$ cat config.mk
export PLATFORM = sky130hd
export DESIGN_NAME = oil_sensor_minmax_warn_monitor_top
export DESIGN_NICKNAME = d
export VERILOG_FILES = /design/src/rtl/osmw_pkg.sv /design/src/rtl/osmw_core.sv /design/src/rtl/oil_sensor_minmax_warn_monitor_top.sv
export SDC_FILE = /design/constraint.sdc
export NUM_CORES = 1
export LEC_CHECK = 0
export ABC_AREA = 1
export BUFFER_PORTS_ARGS = -buffer_cell sky130_fd_sc_hd__buf_2
export CORE_ASPECT_RATIO = 0.9
export CORE_MARGIN = 5
export CORE_UTILIZATION = 40
export DETAILED_ROUTE_END_ITERATION = 6
export PLACE_DENSITY = 0.66
export SYNTH_ARGS = -nofsm -noshare
export SYNTH_HDL_FRONTEND = slang
export SYNTH_SLANG_ARGS = --single-unit
$ cat constraint.sdc
create_clock -name clk -period 6.6 [get_ports clk]
set_clock_uncertainty 0.1 [all_clocks]
set_input_delay 0.33 -clock clk [delete_from_list [all_inputs] [get_ports clk]]
set_output_delay 0.33 -clock clk [all_outputs]
set_load 0.02 [all_outputs]
$ cat src/rtl/osmw_pkg.sv
// Shared types and constants for the oil sensor min/max and warning monitor.
package osmw_pkg;

    // Number of display modes the mode button cycles through.
    localparam int unsigned MODE_COUNT = 4;
    localparam int unsigned MODE_CNT_W = $clog2(MODE_COUNT + 1) + 1;

    // Field widths.
    localparam int unsigned TEMP_W  = 10;
    localparam int unsigned PRESS_W = 8;
    localparam int unsigned MODE_W  = 2;

    // Register map: register index taken from the word address.
    localparam int unsigned ADDR_W = 3;
    localparam logic REG_TEMP_LIMIT  = 1'b0;
    localparam logic REG_PRESS_LIMIT = 1'b1;

    // Register reset values.
    localparam logic signed [TEMP_W-1:0] TEMP_LIMIT_RST  = 10'sd250;
    localparam logic [PRESS_W-1:0]       PRESS_LIMIT_RST = 8'd15;

    // Display mode forced by a warning.
    localparam logic [MODE_W-1:0] MODE_COMBINED = 2'd0;

    // One sample tick.
    typedef struct packed {
        logic signed [TEMP_W-1:0] temp_reading;
        logic [PRESS_W-1:0]       press_reading;
        logic                     mode_button_down;
        logic                     reset_button_down;
    } sample_t;

    // One result.
    typedef struct packed {
        logic signed [TEMP_W-1:0] temp_min;
        logic signed [TEMP_W-1:0] temp_max;
        logic [PRESS_W-1:0]       pressure_min;
        logic [PRESS_W-1:0]       pressure_max;
        logic                     warning;
        logic                     engine_running;
        logic [MODE_W-1:0]        display_mode;
    } result_t;

    // Warning limits from the configuration port.
    typedef struct packed {
        logic signed [TEMP_W-1:0] temp_limit;
        logic [PRESS_W-1:0]       press_limit;
    } limits_t;

endpackage

$ cat src/rtl/osmw_core.sv
// Monitor state and its per-sample update: extremes, engine latch, warning, mode.
module osmw_core (
    input  logic              clk,
    input  logic              rst_n,
    input  logic              update,
    input  osmw_pkg::sample_t sample,
    input  osmw_pkg::limits_t limits,
    output osmw_pkg::result_t result
);

    logic signed [osmw_pkg::TEMP_W-1:0] temp_lowest_reg, temp_lowest_next;
    logic signed [osmw_pkg::TEMP_W-1:0] temp_highest_reg, temp_highest_next;
    logic [osmw_pkg::PRESS_W-1:0]       press_lowest_reg, press_lowest_next;
    logic [osmw_pkg::PRESS_W-1:0]       press_highest_reg, press_highest_next;
    logic                               first_pending_reg;
    logic                               started_reg, started_next;
    logic                               warn_reg, warn_next;
    logic [osmw_pkg::MODE_W-1:0]        mode_reg, mode_next;
    logic                               mode_held_reg, mode_held_next;
    logic                               reset_held_reg, reset_held_next;

    logic signed [osmw_pkg::TEMP_W-1:0] t_lo_base, t_hi_base;
    logic [osmw_pkg::PRESS_W-1:0]       p_lo_base, p_hi_base;
    logic [osmw_pkg::MODE_W-1:0]        mode_forced;
    logic [osmw_pkg::MODE_CNT_W-1:0]    mode_inc;
    logic                               reseed;

    // Next-state logic for one sample, in the order the monitor defines.
    always_comb
    begin
        // The first sample seeds the extremes.
        t_lo_base = first_pending_reg ? sample.temp_reading : temp_lowest_reg;
        t_hi_base = first_pending_reg ? sample.temp_reading : temp_highest_reg;
        p_lo_base = first_pending_reg ? sample.press_reading : press_lowest_reg;
        p_hi_base = first_pending_reg ? sample.press_reading : press_highest_reg;

        // Releasing the reset button reseeds everything from this sample.
        reseed          = reset_held_reg && !sample.reset_button_down;
        reset_held_next = sample.reset_button_down;

        if (reseed)
        begin
            temp_lowest_next   = sample.temp_reading;
            temp_highest_next  = sample.temp_reading;
            press_lowest_next  = sample.press_reading;
            press_highest_next = sample.press_reading;
        end
        else
        begin
            temp_lowest_next   = (sample.temp_reading < t_lo_base) ? sample.temp_reading
                                                                   : t_lo_base;
            temp_highest_next  = (sample.temp_reading > t_hi_base) ? sample.temp_reading
                                                                   : t_hi_base;
            press_lowest_next  = (sample.press_reading < p_lo_base) ? sample.press_reading
                                                                    : p_lo_base;
            press_highest_next = (sample.press_reading > p_hi_base) ? sample.press_reading
                                                                    : p_hi_base;
        end

        // Engine start latches once pressure reaches its limit.
        started_next = started_reg || (sample.press_reading >= limits.press_limit);

        // The warning is only evaluated once the engine is running.
        if (started_next)
        begin
            warn_next = (sample.temp_reading >= limits.temp_limit)
                        || (sample.press_reading < limits.press_limit);
        end
        else
        begin
            warn_next = warn_reg;
        end
        mode_forced = (started_next && warn_next) ? osmw_pkg::MODE_COMBINED : mode_reg;

        // Releasing the mode button advances the mode, wrapping at the mode count.
        mode_inc = {{(osmw_pkg::MODE_CNT_W - osmw_pkg::MODE_W){1'b0}}, mode_forced}
                   + osmw_pkg::MODE_CNT_W'(1);
        if (mode_inc >= osmw_pkg::MODE_CNT_W'(osmw_pkg::MODE_COUNT))
        begin
            mode_inc = '0;
        end
        mode_held_next = sample.mode_button_down;
        if (mode_held_reg && !sample.mode_button_down)
        begin
            mode_next = mode_inc[osmw_pkg::MODE_W-1:0];
        end
        else
        begin
            mode_next = mode_forced;
        end
    end

    // State registers, updated once per sample taken.
    always_ff @(posedge clk or negedge rst_n)
    begin
        if (!rst_n)
        begin
            temp_lowest_reg   <= '0;
            temp_highest_reg  <= '0;
            press_lowest_reg  <= '0;
            press_highest_reg <= '0;
            first_pending_reg <= 1'b1;
            started_reg       <= 1'b0;
            warn_reg          <= 1'b0;
            mode_reg          <= osmw_pkg::MODE_COMBINED;
            mode_held_reg     <= 1'b0;
            reset_held_reg    <= 1'b0;
        end
        else if (update)
        begin
            temp_lowest_reg   <= temp_lowest_next;
            temp_highest_reg  <= temp_highest_next;
            press_lowest_reg  <= press_lowest_next;
            press_highest_reg <= press_highest_next;
            first_pending_reg <= 1'b0;
            started_reg       <= started_next;
            warn_reg          <= warn_next;
            mode_reg          <= mode_next;
            mode_held_reg     <= mode_held_next;
            reset_held_reg    <= reset_held_next;
        end
    end

    // The result carries the state after this sample.
    always_comb
    begin
        result.temp_min       = temp_lowest_next;
        result.temp_max       = temp_highest_next;
        result.pressure_min   = press_lowest_next;
        result.pressure_max   = press_highest_next;
        result.warning        = warn_next;
        result.engine_running = started_next;
        result.display_mode   = mode_next;
    end

    // Once seeded, the minimum never exceeds the maximum on either channel.
    a_temp_order: assert property (@(posedge clk) disable iff (!rst_n)
        !first_pending_reg |-> (temp_lowest_reg <= temp_highest_reg))
        else $error("temperature minimum above maximum");
    a_press_order: assert property (@(posedge clk) disable iff (!rst_n)
        !first_pending_reg |-> (press_lowest_reg <= press_highest_reg))
        else $error("pressure minimum above maximum");
    a_warn_started: assert property (@(posedge clk) disable iff (!rst_n)
        warn_reg |-> started_reg)
        else $error("warning set before engine start");

endmodule

$ cat src/rtl/oil_sensor_minmax_warn_monitor_top.sv
// Top level of the oil sensor min/max and warning monitor: stream ports and registers.
//
// Usage:
//   Samples enter on the s_axis channel: s_tdata carries temperature and pressure,
//   s_tuser the two button levels. Each sample gives exactly one result on the
//   m_axis channel: the four running extremes in m_tdata, and the warning,
//   engine-running flag and display mode in m_tuser.
//   A sample is held in the input register and then in the result register before
//   its result is offered.
//   Throughput is one sample per cycle while results are taken; the state update is a
//   single shallow pass of compares and selects between the input and result registers.
//   When the receiver stalls, the result register holds its transaction and the
//   input register takes one more sample; s_tready then drops until the result
//   is taken.
//   Reset clears both stages, restores the limit registers to 250 and 15,
//   clears the engine latch, warning and mode, and arms seeding of the extremes
//   by the next sample.
//   The APB port writes the two limits at byte addresses 0 and 4; they should be
//   written only while no sample is in flight.
module oil_sensor_minmax_warn_monitor_top (
    input  logic                        clk,
    input  logic                        rst_n,
    // APB configuration port
    input  logic                        psel,
    input  logic                        penable,
    input  logic                        pwrite,
    input  logic [osmw_pkg::ADDR_W-1:0] paddr,
    input  logic [31:0]                 pwdata,
    output logic [31:0]                 prdata,
    output logic                        pready,
    // Sample stream
    input  logic                        s_tvalid,
    output logic                        s_tready,
    input  logic [23:0]                 s_tdata,  // temp_reading[9:0], press_reading[17:10],
                                                  // zeros
    input  logic [1:0]                  s_tuser,  // mode_button_down[0], reset_button_down[1]
    // Result stream
    output logic                        m_tvalid,
    input  logic                        m_tready,
    output logic [39:0]                 m_tdata,  // temp_min[9:0], temp_max[19:10],
                                                  // pressure_min[27:20], pressure_max[35:28],
                                                  // zeros
    output logic [3:0]                  m_tuser   // warning[0], engine_running[1],
                                                  // display_mode[3:2]
);

    osmw_pkg::limits_t limits_reg;
    osmw_pkg::sample_t in_data_reg;
    osmw_pkg::result_t out_data_reg;
    osmw_pkg::result_t core_result;
    logic              in_valid_reg;
    logic              out_valid_reg;
    logic              advance;
    logic              cfg_write;

    // Configuration registers.
    assign pready    = 1'b1;
    assign cfg_write = psel && penable && pwrite;

    always_ff @(posedge clk or negedge rst_n)
    begin
        if (!rst_n)
        begin
            limits_reg.temp_limit  <= osmw_pkg::TEMP_LIMIT_RST;
            limits_reg.press_limit <= osmw_pkg::PRESS_LIMIT_RST;
        end
        else if (cfg_write)
        begin
            case (paddr[2])
                osmw_pkg::REG_TEMP_LIMIT:
                    limits_reg.temp_limit <= pwdata[osmw_pkg::TEMP_W-1:0];
                osmw_pkg::REG_PRESS_LIMIT:
                    limits_reg.press_limit <= pwdata[osmw_pkg::PRESS_W-1:0];
                default:
                    limits_reg <= limits_reg;
            endcase
        end
    end

    // Register read-back.
    always_comb
    begin
        case (paddr[2])
            osmw_pkg::REG_TEMP_LIMIT:
                prdata = {{(32 - osmw_pkg::TEMP_W){limits_reg.temp_limit[osmw_pkg::TEMP_W-1]}},
                          limits_reg.temp_limit};
            osmw_pkg::REG_PRESS_LIMIT:
                prdata = {{(32 - osmw_pkg::PRESS_W){1'b0}}, limits_reg.press_limit};
            default:
                prdata = '0;
        endcase
    end

    // The held sample moves on whenever the result register is free or being emptied.
    assign advance  = in_valid_reg && (!out_valid_reg || m_tready);
    assign s_tready = !in_valid_reg || advance;

    // Input register.
    always_ff @(posedge clk or negedge rst_n)
    begin
        if (!rst_n)
        begin
            in_valid_reg <= 1'b0;
        end
        else if (s_tready)
        begin
            in_valid_reg <= s_tvalid;
        end
    end

    always_ff @(posedge clk)
    begin
        if (s_tready && s_tvalid)
        begin
            in_data_reg.temp_reading      <= s_tdata[9:0];
            in_data_reg.press_reading     <= s_tdata[17:10];
            in_data_reg.mode_button_down  <= s_tuser[0];
            in_data_reg.reset_button_down <= s_tuser[1];
        end
    end

    // Monitor state and update logic.
    osmw_core u_core (
        .clk    (clk),
        .rst_n  (rst_n),
        .update (advance),
        .sample (in_data_reg),
        .limits (limits_reg),
        .result (core_result)
    );

    // Result register.
    always_ff @(posedge clk or negedge rst_n)
    begin
        if (!rst_n)
        begin
            out_valid_reg <= 1'b0;
        end
        else if (advance)
        begin
            out_valid_reg <= 1'b1;
        end
        else if (m_tready)
        begin
            out_valid_reg <= 1'b0;
        end
    end

    always_ff @(posedge clk)
    begin
        if (advance)
        begin
            out_data_reg <= core_result;
        end
    end

    assign m_tvalid = out_valid_reg;
    assign m_tdata  = {4'b0000, out_data_reg.pressure_max, out_data_reg.pressure_min,
                       out_data_reg.temp_max, out_data_reg.temp_min};
    assign m_tuser  = {out_data_reg.display_mode, out_data_reg.engine_running,
                       out_data_reg.warning};

    // A warning always comes with a running engine, and with the combined display
    // when the mode button was still held on that sample.
    a_warn_running: assert property (@(posedge clk) disable iff (!rst_n)
        (out_valid_reg && out_data_reg.warning) |-> out_data_reg.engine_running)
        else $error("warning without engine running");
    a_warn_mode: assert property (@(posedge clk) disable iff (!rst_n)
        (out_valid_reg && out_data_reg.warning && $past(in_data_reg.mode_button_down))
        |-> (out_data_reg.display_mode == osmw_pkg::MODE_COMBINED || $past(!advance)))
        else $error("warning did not force the combined display");
    // An empty input stage always takes a sample.
    a_ready_empty: assert property (@(posedge clk) disable iff (!rst_n)
        !in_valid_reg |-> s_tready)
        else $error("input stage empty but not ready");
    // A sample moved on always lands in the result register.
    a_advance_lands: assert property (@(posedge clk) disable iff (!rst_n)
        advance |=> out_valid_reg)
        else $error("sample lost between stages");

endmodule

==> results_dict.tcl <==
set metrics [dict create \
    cts_tree "built" \
    postCtsSetupBuffers 0 \
    crit_path_end_kind "register" \
    die_x_um 148 \
    ys_ff_latch 123 \
    fin_tns_setup_ns 0 \
    cts-root-buf "clkbuf_16" \
    nets 1004 \
    vdd_drop_max_mv 0.202 \
    timing.rr.end "m_tdata[19]" \
    dp_hpwl_um 11100 \
    dieArea_um2 19800 \
    rsz0062_at_grt "false" \
    largest_register_ffs 36 \
    grt_pass1_vias 5325 \
    synth_area_um2 6840 \
    start_kind "register" \
    path_clk_slew_ns 0.05 \
    synth_cell_types 31 \
    synth_top_flop_cell "edfxtp_1" \
    synth.largest_area_cell "edfxtp_1" \
    clock_latency_ns 0.42 \
    synthTopCellsByCount "217 x nand2_1, 87 x inv_1, 80 x nand3_1" \
    drv_cap 0 \
    area_growth_pct 19.2 \
    drc 0 \
    ys_warn_count 0 \
    core_um2 16800 \
    synth_edf_count 60 \
    timing.hold.ws_ns 0.0200 \
    cts_made_buffers 17 \
    drive_above_1_share_pct 18.2 \
    start_util_pct 40.7 \
    pwr-share-comb_pct 38.4 \
    worst_slack_ns 3.05 \
    place_inst 1059 \
    hp-class "in -> async" \
    synth_area_leaders "edfxtp_1 26%, dfrtp_1 19%, nand2_1 12%, ha_1 9.5%, nand3_1 5.9%" \
    power_mw 3.56 \
    ys_async_sr_fraction_pct 51.2 \
    synth-seq-area-share_pct 49.6 \
    setup_viol 0 \
    gp_congestion 0.855 \
    syn-mean-instance-area_um2 8.75 \
    fin_cells 1108 \
    regToRegStartpoint "u_core.first_pending_reg" \
    setup.worst_path.start "u_core.first_pending_reg" \
    grtUsageTotal_pct 16.8 \
    postRouteAntennaNets 0 \
    synth.most_common_cell "nand2_1" \
    vias 5377 \
    n_antenna_cell 0 \
    regToRegSetupSlack_ns 3.05 \
    dieHeight_um 134 \
    firstDrtPassIters 5 \
    p_leak_nw 4.08 \
    h-tree-depth 4 \
    grt_antenna_before_repair 0 \
    sequentialPowerShare_pct 34.7 \
    ctsResizeCount 0 \
    wire_per_inst_um 14.4 \
    syn_inst 782 \
    utilization_pct 48.5 \
    hold_violations 0 \
    intPower_mw 2.23 \
    cp_max_fo 38 \
    grt_max_degree 64 \
    place_area_um2 7380 \
    rows 45 \
    p_sw_share_pct 37.3 \
    status "complete, no violations" \
    worstPathArrival_ns 3.60 \
    min_period_over_period_pct 53.8 \
    routed_wirelength_um 16000 \
    drv_slew 0 \
    cp_data_required_time_ns 6.66 \
    switching_power_mw 1.33 \
    io_buffers 111 \
    gr-total-overflow 0 \
    max_freq_mhz 282 \
    clockBufferDepth 2 \
    cts_sinks 123 \
    final_cell_area_um2 8160 \
    viasPerCell 4.85 \
    drtIter0Drc 369 \
    r2r_cells 15 \
    grt_first_pass_wirelength_um 26400 \
    slew_headroom_pct 41.0 \
    worst_pin_slew_ns 0.881 \
    io_pins 147 \
    power.density_nw_per_um2 436 \
    crit_type "reg -> reg" \
    pre_cts_ws_ns 3.07 \
    fin_crit_ns 3.55 \
    power_frac_clock_pct 26.9 \
    synth_top_area_share_pct 26.3 \
]
[cell usage in the layout, fill, tap and decap left out, types with 4 or more instances in the layout]
| cell type | instances |
|---|---|
| clkinvlp_4 | 5 |
| a21oi_1 | 61 |
| and2_1 | 37 |
| conb_1 | 5 |
| inv_1 | 87 |
| dfstp_2 | 11 |
| dfrtp_1 | 52 |
| nor2_1 | 13 |
| buf_2 | 111 |
| ha_1 | 52 |
| dlygate4sd3_1 | 17 |
| edfxtp_1 | 60 |
| clkbuf_16 | 17 |
| buf_4 | 4 |
| nand3_1 | 80 |
| o21a_1 | 4 |
| nand2_1 | 217 |
| o21ai_0 | 34 |
| nand4_1 | 5 |
| bufinv_16 | 4 |
[what timing repair did]
item	in CTS	in global routing
hold buffers	17	0
hold endpoints to repair	17	0
setup endpoints to repair	0	0
[power groups by stage]
stage / Sequential, mW / Combinational, mW / Clock (mW)
2_1_floorplan: 1.33 / 0.913 / 0
3_3_place_gp: 1.24 / 1.34 / 0
3_5_place_dp: 1.24 / 1.36 / 0
4_1_cts: 1.23 / 1.38 / 0.974
5_1_grt: 1.26 / 1.56 / 1.01
6_report: 1.23 / 1.37 / 0.958
[worst max-delay path, stage by stage, from the launching register on]
cell and delay [ns]:
dfstp_2 0.82, inv_2 0.41, a21oi_1 0.29, inv_1 0.07
ha_1 0.17, inv_1 0.05, a21oi_1 0.06, o21ai_0 0.15
nand2_1 0.08, nand3_1 0.08, nand2_1 0.06, nand2_1 0.06
nand2_1 0.28, nand2_2 0.34, nand2_1 0.10, and2_1 0.17
[area by class of cell]
type	count	area [µm²]
fill	1575	8680
sequential	123	3390
clock buffer	19	433
inverter	89	334
tap	211	264
clock inverter	13	175
multi-input combinational	521	2800
timing repair buffer	132	756
[cell families after synthesis]
family / after synthesis / synth area share (%)
AO/OA/AOI/OAI: 103 / 7.81
adder cells (fa/ha/maj): 52 / 9.51
buffers and inverters: 141 / 9.63
flip-flops: 123 / 49.6
other: 2 / 0.110
AND/OR/NAND/NOR: 361 / 23.4
[routing by layer]
layer	global-route usage (%)	share of wire [%]	vias up
met5	0	0	-
met4	6.41	1.9	0
met3	3.68	5.9	24
met2	24.3	41	172
met1	24.6	51	2434
li1	-	-	2747
[worst max path at each step]
stage,endpoint,slack [ns],cells after the start
after floorplan,m_tdata[17],3.99,16
after global placement,m_tdata[19],3.06,15
after detailed placement,m_tdata[19],3.07,15
after CTS,m_tdata[19],3.05,15
after global routing,m_tdata[19],2.71,15
final,m_tdata[19],3.05,15
Power figures use the tool's default switching activity.
